==> src/rtl/fss_pkg.sv <==
// Shared constants, codes and helper functions of the fuzzy subsequence scorer.
`timescale 1ns / 1ps

package fss_pkg;

  // Widths fixed by the register map and the stream fields.
  localparam int unsigned CharW      = 8;
  localparam int unsigned QLenW      = 6;
  localparam int unsigned CfgDataW   = 64;
  localparam int unsigned CfgIdxW    = 3;
  localparam int unsigned CharRegs   = 4;
  localparam int unsigned BytesPerReg = CfgDataW / CharW;
  localparam int unsigned QueryBytes = CharRegs * BytesPerReg;
  localparam int unsigned ScoreW     = 9;
  localparam int unsigned AddW       = 4;
  localparam int unsigned OutDataW   = 16;

  localparam logic [ScoreW-1:0] ScoreMax   = '1;
  localparam logic [AddW-1:0]   BonusBase  = 4'd1;
  localparam logic [AddW-1:0]   BonusRun   = 4'd3;
  localparam logic [AddW-1:0]   BonusWord  = 4'd5;

  // Characters that end a word, and the letter bounds and offset used for case folding.
  localparam logic [CharW-1:0] ChSpace      = 8'h20;
  localparam logic [CharW-1:0] ChUnderscore = 8'h5F;
  localparam logic [CharW-1:0] ChHyphen     = 8'h2D;
  localparam logic [CharW-1:0] ChUpperA     = 8'h41;
  localparam logic [CharW-1:0] ChUpperZ     = 8'h5A;
  localparam logic [CharW-1:0] CaseOffset   = 8'h20;

  // Configuration register indexes.
  typedef enum logic [CfgIdxW-1:0] {
    REG_QUERY_LENGTH  = 3'd0,
    REG_QUERY_CHARS_0 = 3'd1,
    REG_QUERY_CHARS_1 = 3'd2,
    REG_QUERY_CHARS_2 = 3'd3,
    REG_QUERY_CHARS_3 = 3'd4
  } cfg_reg_e;

  // Folds ASCII upper-case letters to lower case, leaves all other bytes alone.
  function automatic logic [CharW-1:0] fold_case(input logic [CharW-1:0] c);
    logic [CharW-1:0] r;
    r = c;
    if (c >= ChUpperA && c <= ChUpperZ) begin
      r = c + CaseOffset;
    end
    return r;
  endfunction

  function automatic logic is_separator(input logic [CharW-1:0] c);
    return (c == ChSpace) || (c == ChUnderscore) || (c == ChHyphen);
  endfunction

endpackage

==> src/rtl/fuzzy_subsequence_scorer_unit.sv <==
// Top level of the fuzzy subsequence scorer: query registers, input register, scan state and result register.
`timescale 1ns / 1ps
//
// Channel  | Direction | Payload                                   | Accepted when
// ---------+-----------+-------------------------------------------+-----------------------------
// s_axis   | in        | tdata[7:0] text_char, tlast end_of_text   | s_axis_tvalid & s_axis_tready
// m_axis   | out       | tdata[0] matched, tdata[9:1] match_score  | m_axis_tvalid & m_axis_tready
// cfg      | in        | cfg_index_i register, cfg_data_i value    | cfg_we_i high
//
// Every word lands in the input register, and the compare of its folded byte against the
// current query byte plus the score add happen in the next cycle, while the next word is
// already being taken. A single scan state register set (position, run, word start, score)
// lets the block take one word per cycle whenever the input does not stall. An end word
// waits in the input register until the result register is free, then loads it, and its
// result stays until the sink takes it. The input stalls only while an end word sits in the
// input register and an earlier result is still waiting on a stalled output.
// Reset clears the query registers and both valid flags and puts the scan state at its start.

module fuzzy_subsequence_scorer_unit
  import fss_pkg::*;
#(
  parameter int unsigned MAX_QUERY = 32
) (
  input  logic                clk_i,
  input  logic                rst_ni,

  // Text words.
  input  logic                s_axis_tvalid,
  output logic                s_axis_tready,
  input  logic [CharW-1:0]    s_axis_tdata,   // [7:0] text_char
  input  logic                s_axis_tlast,   // end_of_text

  // Results.
  output logic                m_axis_tvalid,
  input  logic                m_axis_tready,
  output logic [OutDataW-1:0] m_axis_tdata,   // [0] matched, [9:1] match_score, rest zero

  // Register writes.
  input  logic                cfg_we_i,
  input  logic [CfgIdxW-1:0]  cfg_index_i,
  input  logic [CfgDataW-1:0] cfg_data_i
);

  // The position counts up to MAX_QUERY; compares run at a width that also holds the
  // six-bit length register.
  localparam int unsigned PosW = $clog2(MAX_QUERY + 1);
  localparam int unsigned CmpW = (PosW > QLenW) ? PosW : QLenW;
  localparam logic [CmpW-1:0] MaxQ = CmpW'(MAX_QUERY);
  localparam int unsigned ByteIdxW = $clog2(QueryBytes);
  localparam logic [CmpW-1:0] QueryBytesC = CmpW'(QueryBytes);

  // ---------------------------------------------------------------------------------------
  // Configuration registers.
  // ---------------------------------------------------------------------------------------
  logic [QLenW-1:0]    qlen_q;
  logic [CfgDataW-1:0] qchars_q [CharRegs];

  always_ff @(posedge clk_i or negedge rst_ni) begin
    if (!rst_ni) begin
      qlen_q <= '0;
      for (int i = 0; i < CharRegs; i++) begin
        qchars_q[i] <= '0;
      end
    end else if (cfg_we_i) begin
      unique case (cfg_index_i)
        REG_QUERY_LENGTH:  qlen_q      <= cfg_data_i[QLenW-1:0];
        REG_QUERY_CHARS_0: qchars_q[0] <= cfg_data_i;
        REG_QUERY_CHARS_1: qchars_q[1] <= cfg_data_i;
        REG_QUERY_CHARS_2: qchars_q[2] <= cfg_data_i;
        REG_QUERY_CHARS_3: qchars_q[3] <= cfg_data_i;
        default: ;  // Writes to unused indexes are dropped.
      endcase
    end
  end

  // Byte view of the query, byte 0 in the lowest bits of the first register.
  logic [CharW-1:0] qbyte [QueryBytes];
  for (genvar g = 0; g < QueryBytes; g++) begin : g_qbyte
    assign qbyte[g] = qchars_q[g / BytesPerReg][(g % BytesPerReg) * CharW +: CharW];
  end

  // ---------------------------------------------------------------------------------------
  // Input register.
  // ---------------------------------------------------------------------------------------
  logic             in_valid_q, in_valid_d;
  logic [CharW-1:0] in_char_q;
  logic             in_end_q;
  logic             out_valid_q, out_valid_d;
  logic             out_free;
  logic             advance;

  // The result register can take a new result when it is empty or being drained.
  assign out_free = !out_valid_q || m_axis_tready;
  // A text word always moves on; an end word needs room for its result.
  assign advance  = in_valid_q && (!in_end_q || out_free);
  assign s_axis_tready = !in_valid_q || advance;

  always_comb begin
    in_valid_d = in_valid_q;
    if (s_axis_tready) begin
      in_valid_d = s_axis_tvalid;
    end
  end

  always_ff @(posedge clk_i or negedge rst_ni) begin
    if (!rst_ni) begin
      in_valid_q <= 1'b0;
    end else begin
      in_valid_q <= in_valid_d;
    end
  end

  always_ff @(posedge clk_i) begin
    if (s_axis_tvalid && s_axis_tready) begin
      in_char_q <= s_axis_tdata;
      in_end_q  <= s_axis_tlast;
    end
  end

  // ---------------------------------------------------------------------------------------
  // Scan state and its update.
  // ---------------------------------------------------------------------------------------
  logic [PosW-1:0]   pos_q, pos_d;
  logic              run_q, run_d;
  logic              ws_q, ws_d;
  logic [ScoreW-1:0] score_q, score_d;

  logic [CmpW-1:0]     len_ext;
  logic [CmpW-1:0]     len_use;
  logic [CmpW-1:0]     pos_ext;
  logic                used_up;
  logic [CharW-1:0]    cur_qbyte;
  logic                hit;
  logic [AddW-1:0]     bonus;
  logic [ScoreW:0]     score_sum;

  assign len_ext = CmpW'(qlen_q);
  assign len_use = (len_ext > MaxQ) ? MaxQ : len_ext;
  assign pos_ext = CmpW'(pos_q);
  assign used_up = (pos_ext >= len_use);

  // Query bytes beyond the register file read as zero.
  assign cur_qbyte = (pos_ext < QueryBytesC) ? qbyte[pos_ext[ByteIdxW-1:0]] : '0;
  assign hit = (fold_case(in_char_q) == fold_case(cur_qbyte));

  assign bonus = BonusBase + (run_q ? BonusRun : '0) + (ws_q ? BonusWord : '0);
  assign score_sum = {1'b0, score_q} + (ScoreW + 1)'(bonus);

  always_comb begin
    pos_d   = pos_q;
    run_d   = run_q;
    ws_d    = ws_q;
    score_d = score_q;
    if (advance) begin
      if (in_end_q) begin
        // The end word closes the text and starts a fresh scan.
        pos_d   = '0;
        run_d   = 1'b0;
        ws_d    = 1'b1;
        score_d = '0;
      end else if (!used_up) begin
        if (hit) begin
          score_d = score_sum[ScoreW] ? ScoreMax : score_sum[ScoreW-1:0];
          run_d   = 1'b1;
          pos_d   = pos_q + PosW'(1);
        end else begin
          run_d   = 1'b0;
        end
        ws_d = is_separator(in_char_q);
      end
    end
  end

  always_ff @(posedge clk_i or negedge rst_ni) begin
    if (!rst_ni) begin
      pos_q   <= '0;
      run_q   <= 1'b0;
      ws_q    <= 1'b1;
      score_q <= '0;
    end else begin
      pos_q   <= pos_d;
      run_q   <= run_d;
      ws_q    <= ws_d;
      score_q <= score_d;
    end
  end

  // ---------------------------------------------------------------------------------------
  // Result register.
  // ---------------------------------------------------------------------------------------
  logic              out_matched_q;
  logic [ScoreW-1:0] out_score_q;
  logic              load_result;

  assign load_result = advance && in_end_q;

  always_comb begin
    out_valid_d = out_valid_q;
    if (out_free) begin
      out_valid_d = load_result;
    end
  end

  always_ff @(posedge clk_i or negedge rst_ni) begin
    if (!rst_ni) begin
      out_valid_q <= 1'b0;
    end else begin
      out_valid_q <= out_valid_d;
    end
  end

  always_ff @(posedge clk_i) begin
    if (load_result) begin
      out_matched_q <= used_up;
      out_score_q   <= used_up ? score_q : '0;
    end
  end

  assign m_axis_tvalid = out_valid_q;
  assign m_axis_tdata  = {(OutDataW - ScoreW - 1)'(0), out_score_q, out_matched_q};

  // ---------------------------------------------------------------------------------------
  // Assertions.
  // ---------------------------------------------------------------------------------------
  a_pos_bound: assert property (@(posedge clk_i) disable iff (!rst_ni)
    CmpW'(pos_q) <= MaxQ)
    else $error("query position ran past the query limit");

  a_restart: assert property (@(posedge clk_i) disable iff (!rst_ni)
    load_result |=> (pos_q == '0) && (score_q == '0) && ws_q && !run_q)
    else $error("scan state not restarted after an end word");

  a_result_src: assert property (@(posedge clk_i) disable iff (!rst_ni)
    $rose(out_valid_q) |-> $past(load_result))
    else $error("result appeared without an end word");

  a_unmatched_zero: assert property (@(posedge clk_i) disable iff (!rst_ni)
    (out_valid_q && !out_matched_q) |-> (out_score_q == '0))
    else $error("unmatched result carries a score");

  a_no_drop: assert property (@(posedge clk_i) disable iff (!rst_ni)
    (out_valid_q && !m_axis_tready) |-> !load_result)
    else $error("result overwritten while stalled");

endmodule

==> config.mk <==
export PLATFORM = sky130hd
export DESIGN_NAME = fuzzy_subsequence_scorer_unit
export DESIGN_NICKNAME = d
export VERILOG_FILES = /design/src/rtl/fss_pkg.sv /design/src/rtl/fuzzy_subsequence_scorer_unit.sv
export SDC_FILE = /design/constraint.sdc
export NUM_CORES = 1
export LEC_CHECK = 0
export BUFFER_PORTS_ARGS = -buffer_cell sky130_fd_sc_hd__buf_4
export CORE_MARGIN = 2
export CORE_UTILIZATION = 60
export DETAILED_ROUTE_END_ITERATION = 16
export GPL_TIMING_DRIVEN = 0
export MAX_ROUTING_LAYER = met4
export PLACE_DENSITY = 0.76
export SYNTH_ARGS = -nofsm -noshare
export SYNTH_HDL_FRONTEND = slang
export SYNTH_SLANG_ARGS = --single-unit
==> constraint.sdc <==
create_clock -name clk_i -period 10.8 [get_ports clk_i]
set_input_delay 1.08 -clock clk_i [delete_from_list [all_inputs] [get_ports clk_i]]
set_output_delay 1.08 -clock clk_i [all_outputs]
set_load 0.02 [all_outputs]
# == Yosys cells after proc, flatten, opt, wreduce, memory -nomap -nowiden ==
# Cells that the tools add are included.
# totals
regBits,300
input_bits,81
out_inout_bits,18
word_cells,82
# op_classes
addsub,6
order_cmp,8
eq_ne,9
n_mux,21
bitwise,1
reduce_logical,22
# op_table
op,count
8-bit binary-select mux with 5-bit select,1
8-bit 2-to-1 mux,5
9-bit 2-to-1 mux,4
6-bit 2-to-1 mux,4
"8-bit by 6-bit adder with 8-bit output, second input constant",2
"8-bit by 6-bit == test with 1-bit output, second input constant",2
"8-bit by 7-bit >= comparator with 1-bit output, second input constant",2
"8-bit by 7-bit <= comparator with 1-bit output, second input constant",2
2-bit AND reduction,6
9-bit by 4-bit adder with 10-bit output,1
"8-bit by 7-bit == test with 1-bit output, second input constant",1
8-bit == test,1
"6-bit by 1-bit adder with 6-bit output, second input constant",1
"3-bit by 2-bit == test with 1-bit output, second input constant",2
6-bit >= comparator,1
"6-bit >= comparator, second input constant",1
"6-bit > comparator, second input constant",1
"6-bit < comparator, second input constant",1
5-bit NOT with 6-bit output,1
1-bit logical AND,5
1-bit logical OR,5
1-bit 2-to-1 mux,5
3-bit by 3-bit adder with 4-bit output,1
"1-bit by 2-bit adder with 3-bit output, first input constant",1
other kinds (9),11

# == Depth between registers and ports, before layout ==
# logic_depth
depth_word,12
depth_mapped,16
depth_no_buf,14

# == Worst setup path before layout ==
# OpenSTA, ideal clock, no wires.
# synth_path
path_type,register to register
from,"register pos_q[0], in the netlist pos_ext[0]"
to,register score_q[8]
setup_time_ns,0.118
arrival_time_ns,3.490
required_time_ns,10.682
setup_slack_ns,7.192
path_stages_with_launch,17
path_buffers,4
synth_period_minus_slack_ns,3.608
path_cell_list,dfrtp_1 buf_6 buf_12 buf_12 buf_12 mux4_2 o21ai_0 o21ai_1 a32oi_4 inv_1 ha_1 nand3b_1 a211o_1 a21oi_2 o21a_2 a21o_1 o2bb2a_4
# synth_between
elab_chain_cells,11
elab_cells_between_ends,16
classes_between,add/sub (1); order compare (4); eq/ne (2); mux (5); bitwise (1); reduce/logical (3)
# synth_rtl
element,line_no,source
start: declaration,fuzzy_subsequence_scorer_unit.sv:123,"logic [PosW-1:0] pos_q, pos_d;"
start signal: assignment,fuzzy_subsequence_scorer_unit.sv:181,pos_q <= pos_d;
5-bit NOT with 6-bit output (not written as such),fuzzy_subsequence_scorer_unit.sv:143,assign cur_qbyte = (pos_ext < QueryBytesC) ? qbyte[pos_ext[ByteIdxW-1:0]] : '0;
8-bit binary-select mux with 5-bit select,fuzzy_subsequence_scorer_unit.sv:143,
8-bit 2-to-1 mux (not written as such) (2 in series),fuzzy_subsequence_scorer_unit.sv:143,
8-bit 2-to-1 mux,fuzzy_subsequence_scorer_unit.sv:143,
8-bit by 7-bit >= comparator with 1-bit output or 8-bit by 7-bit <= comparator with 1-bit output (tied branches),fss_pkg.sv:44,if (c >= ChUpperA && c <= ChUpperZ) begin
1-bit logical AND,fss_pkg.sv:44,
8-bit 2-to-1 mux,fss_pkg.sv:44,
8-bit == test,fuzzy_subsequence_scorer_unit.sv:144,assign hit = (fold_case(in_char_q) == fold_case(cur_qbyte));
2-bit nonzero test (no line),-,
3-bit AND reduction (no line) *,-,
end signal: assignment,fuzzy_subsequence_scorer_unit.sv:184,score_q <= score_d;
end: declaration,fuzzy_subsequence_scorer_unit.sv:126,"logic [ScoreW-1:0] score_q, score_d;"
# Every way passes the cells marked *; elsewhere a longest branch is shown, timed or not. The select of a mux whose other input is x is not followed.
# A chain may end at the register's enable or synchronous reset.

# == Final worst setup path ==
# layout_path
from,"register pos_q[3], in the netlist pos_ext[3]"
to,register score_q[7]
# The elaborated chain is that of the path after synthesis.

==> metrics.csv <==
stage,metric,value,unit
setup_path,CP Class,flip-flop to flip-flop,
route,routed length per instance,25.3,um
route,drt via density,6.27,
timing,pins over their slew limit,0,
layout,storage element area,0.00760,mm^2
route,vias,8866,
logic_synthesis,post-synth top area cell,dfrtp_1,
floorplan,Die Span Y,158,um
floorplan,IO Pins,99,
clocking,Clock Sinks,300,
setup_path,CP startpoint,pos_ext[3]$_DFFE_PN0P_,
power,sw frac,25.0,%
layout,nets@finish,1171,
logic_synthesis,synthesized cell area,0.0143,mm^2
hold_path,worst hold path class,input port to asynchronous set/reset pin,
route,iteration-0 DRC count of the detailed router,602,
grt,GRT Resource Usage Total,30.7,%
setup_path,Reg2Reg Setup Slack,6.17,ns
layout,# fillers,1599,
setup_path,"delay-heaviest family, CP",buffers and inverters,
layout,area grow syn2layout,15.4,%
logic_synthesis,number of synthesized register bits,300,
timing,unrepaired setup endpoints after global routing,no,
route,Remaining DRCs,0,
layout,multi-input logic area,0.00631,mm^2
clocking,# resized after CTS,0,
setup_path,critical path buffer and inverter count,4,
setup_path,Reg-to-Reg End,score_q[7]$_DFFE_PN0P_,
power,Sw Pwr,0.769,mW
clocking,CTS H-tree depth,1,
setup_path,worst r2r src,pos_ext[3]$_DFFE_PN0P_,
power,clock power share,35.0,%
route,antenna-violating nets left,0,
clocking,CTS tree,done,
logic_synthesis,most area-consuming cells after synthesis,"dfrtp_1, mux2_2, mux4_1, mux4_2, edfxtp_1",
power,maximum VDD drop,0.136,mV
clocking,worst skew pair latency,0.57,ns
power,Pwr Total,3.07,mW
power,Leakage,6.97,nW
setup_path,worst-path fanout max,10,
timing,period utilization,42.8,%
floorplan,Initial Utilization,60.9,%
logic_synthesis,sequential cell area fraction in the yosys report,53.2,%
power,PD cells,186,mW/mm^2
clocking,# hold bufs at CTS,0,
timing,final hold viol count,0,
power,Seq pwr share,48.2,%
run,# Max-Cap Violations,0,
setup_path,"Top cell by count, worst path",clkbuf_1,
logic_synthesis,Post-synth EDFFs,19,
grt,Overflow after GRT,0,
grt,pin count of the biggest net entering global routing,120,
logic_synthesis,Synth Instances,943,
logic_synthesis,top_reg_cell synth,dfrtp_1,
route,total wire length,35700,um
placement,DPL Wire Length,24800,um
run_status,status,"complete, no violations",
floorplan,Die W,158,um
timing,endpoints failing setup,0,
floorplan,Core Region,0.0235,mm^2
logic_synthesis,Yosys cell types,72,
clocking,Num CTS Buffers,31,
clocking,clock root buffer master,clkbuf_16,
clocking,clock tree buffer depth,3,
power,combinational power share,16.8,%
placement,gpl congestion,0.884,
grt,initial antenna violation count,0,
grt,vias in the first global route,9267,
setup_path,critical path depth,14,
timing,final worst path period need,4.63,ns
timing,total negative slack,0,ns
grt,first-pass GRT wire length,54900,um
setup_path,WP data required,11.30,ns
setup_path,worst-path cell chain,clkbuf_1 -> clkbuf_1 -> buf_1 -> o21ai_0 -> o21ai_1 -> a32oi_4 -> inv_1 -> ha_1 -> nand3b_1 -> a211o_1 -> and3_4 -> o21a_2 -> a21oi_4 -> o22a_1,
logic_synthesis,post-synth top area share,49.0,%
timing,Slew @ Worst Pin,1.34,ns
layout,Antenna diodes,0,
setup_path,worst setup path endpoint,score_q[7]$_DFFE_PN0P_,
setup_path,CP max-delay cell,clkbuf_1,
setup_path,crit path DAT,5.13,ns
setup_path,CP peak stage delay,0.70,ns
floorplan,die area,0.0251,mm^2
timing,fmax,0.216,GHz
layout,fraction of layout instances using a drive strength above 1,43.4,%
timing,Slew HR,10.6,%
route,Pre-antenna DRT Iters,5,
clocking,clock slew at reported path FFs,0.06,ns
setup_path,startpoint types,flip-flop,
logic_synthesis,Yosys Warn Count,0,
power,Cell Int Power,2.30,mW
setup_path,cells on worst reg2reg path,14,
floorplan,num rows,56,
logic_synthesis,syn_area_per_cell,15.2,um^2
placement,Port Buf Inserts,90,
timing,clock skew,0.0150,ns
logic_synthesis,Async SR Flop Fraction,93.7,%
clocking,Post CTS Setup Buffer Count,0,
setup_path,CP endpoint kind,flip-flop,
==> stage by stage <==
step / util [%] / cell area, um^2 / instances / hold slack [ns] / setup slack, ns
after detailed placement: 65.9 / 15500 / 1359 / 0.487 / 6.28
after CTS: 70.3 / 16500 / 1414 / 0.477 / 6.24
after global routing: 70.3 / 16500 / 1414 / 0.498 / 6.07
after floorplan: - / 14300 / 948 / 0.470 / 7.19
final: 70.3 / 16500 / 1414 / 0.466 / 6.17
after global placement: 65.6 / 15400 / 1357 / 0.479 / 6.22
==> metal layers <==
metal | vias to the layer above | track usage (%) | wire length (um)
met5 | - | - | 0
met4 | 0 | 10.1 | 1290
met3 | 86 | 5.33 | 2010
met2 | 304 | 50.6 | 17800
met1 | 4659 | 39.3 | 14600
li1 | 3817 | - | -
==> cells in the mapped netlist (3+ instances only) <==
library cell and instances:
nand2_1 31, ha_1 16, dfrtp_1 280, a21oi_1 10
a221oi_1 3, nor3_1 3, nor2b_1 11, o2bb2ai_1 8
nand3_1 11, a22oi_1 6, o21ai_0 8, and2_1 12
nand2b_1 7, nor2_1 20, mux4_2 34, a31oi_1 3
buf_4 11, buf_2 3, clkbuf_1 33, a211oi_1 3
mux4_1 30, inv_1 16, nand4b_1 4, a21o_1 8
nand4_1 4, xor2_1 6, o22ai_1 5, o21ai_1 4
mux2_2 263, edfxtp_1 19, mux2i_1 17, buf_12 5
xnor2_1 5
==> power groups by stage <==
stage | clock (mW) | sequential (mW) | combinational (mW)
6_report | 1.08 | 1.48 | 0.516
5_1_grt | 1.13 | 1.51 | 0.557
4_1_cts | 1.09 | 1.48 | 0.519
3_5_place_dp | 0 | 1.49 | 0.514
3_3_place_gp | 0 | 1.48 | 0.493
2_1_floorplan | 0 | 1.45 | 0.373
==> worst min-delay path by stage <==
stage	from	depth (start not counted)	slack [ns]	end
finish	rst_ni	1	0.47	qbyte[119]$_DFFE_PN0P_
detailed placement	qbyte[85]$_DFFE_PN0P_	1	0.49	qbyte[85]$_DFFE_PN0P_
floorplan	qbyte[112]$_DFFE_PN0P_	1	0.47	qbyte[112]$_DFFE_PN0P_
global placement	qbyte[112]$_DFFE_PN0P_	1	0.48	qbyte[112]$_DFFE_PN0P_
CTS	rst_ni	1	0.48	qbyte[48]$_DFFE_PN0P_
global route	rst_ni	1	0.50	qbyte[111]$_DFFE_PN0P_
==> state kept, by name, indices dropped and copies added (netlist names) <==
signal / cells
in_char_q: 8
ws_q: 1
m_axis_tvalid: 1
score_q: 9
in_end_q: 1
pos_ext: 6
run_q: 1
out_score_q: 9
len_ext: 6
out_matched_q: 1
qbyte: 256
in_valid_q: 1
==> cells by family after synthesis <==
family / after synthesis / synth area share (%)
mux: 344 / 32.8
flops: 300 / 53.2
simple gates: 120 / 4.64
compound gates: 78 / 4.32
buf+inv: 72 / 2.88
fa+ha+maj: 17 / 1.54
xor+xnor: 11 / 0.674
other cells: 1 / 0.0262
==> area by class of cell <==
class	count	share of cell area, %
Sequential cell	300	46.1
Multi-Input combinational cell	576	38.2
Clock buffer	49	5.91
Timing Repair Buffer	92	4.47
Tap cell	319	2.42
Buffer	56	2.13
Clock inverter	6	0.425
Inverter	16	0.364
==> cells in the final DEF (no fill, tap or decap), types with 12 or more instances in the layout <==
master,n
dfrtp_1,280
mux2_2,263
buf_4,100
clkbuf_1,39
mux4_2,34
clkbuf_16,32
nand2_1,31
mux4_1,30
nor2_1,20
edfxtp_1,19
mux2i_1,17
inv_1,16
ha_1,16
and2_1,12
==> worst reg2reg max path, cell delays in order, from the launching register on <==
cell and delay [ns]:
dfrtp_1 0.38, clkbuf_1 0.50, clkbuf_1 0.70, buf_1 0.57, o21ai_0 0.23, o21ai_1 0.25, a32oi_4 0.21, inv_1 0.09
ha_1 0.22, nand3b_1 0.15, a211o_1 0.27, and3_4 0.19, o21a_2 0.24, a21oi_4 0.34, o22a_1 0.20
No activity file was read; power rests on OpenSTA's default activity.
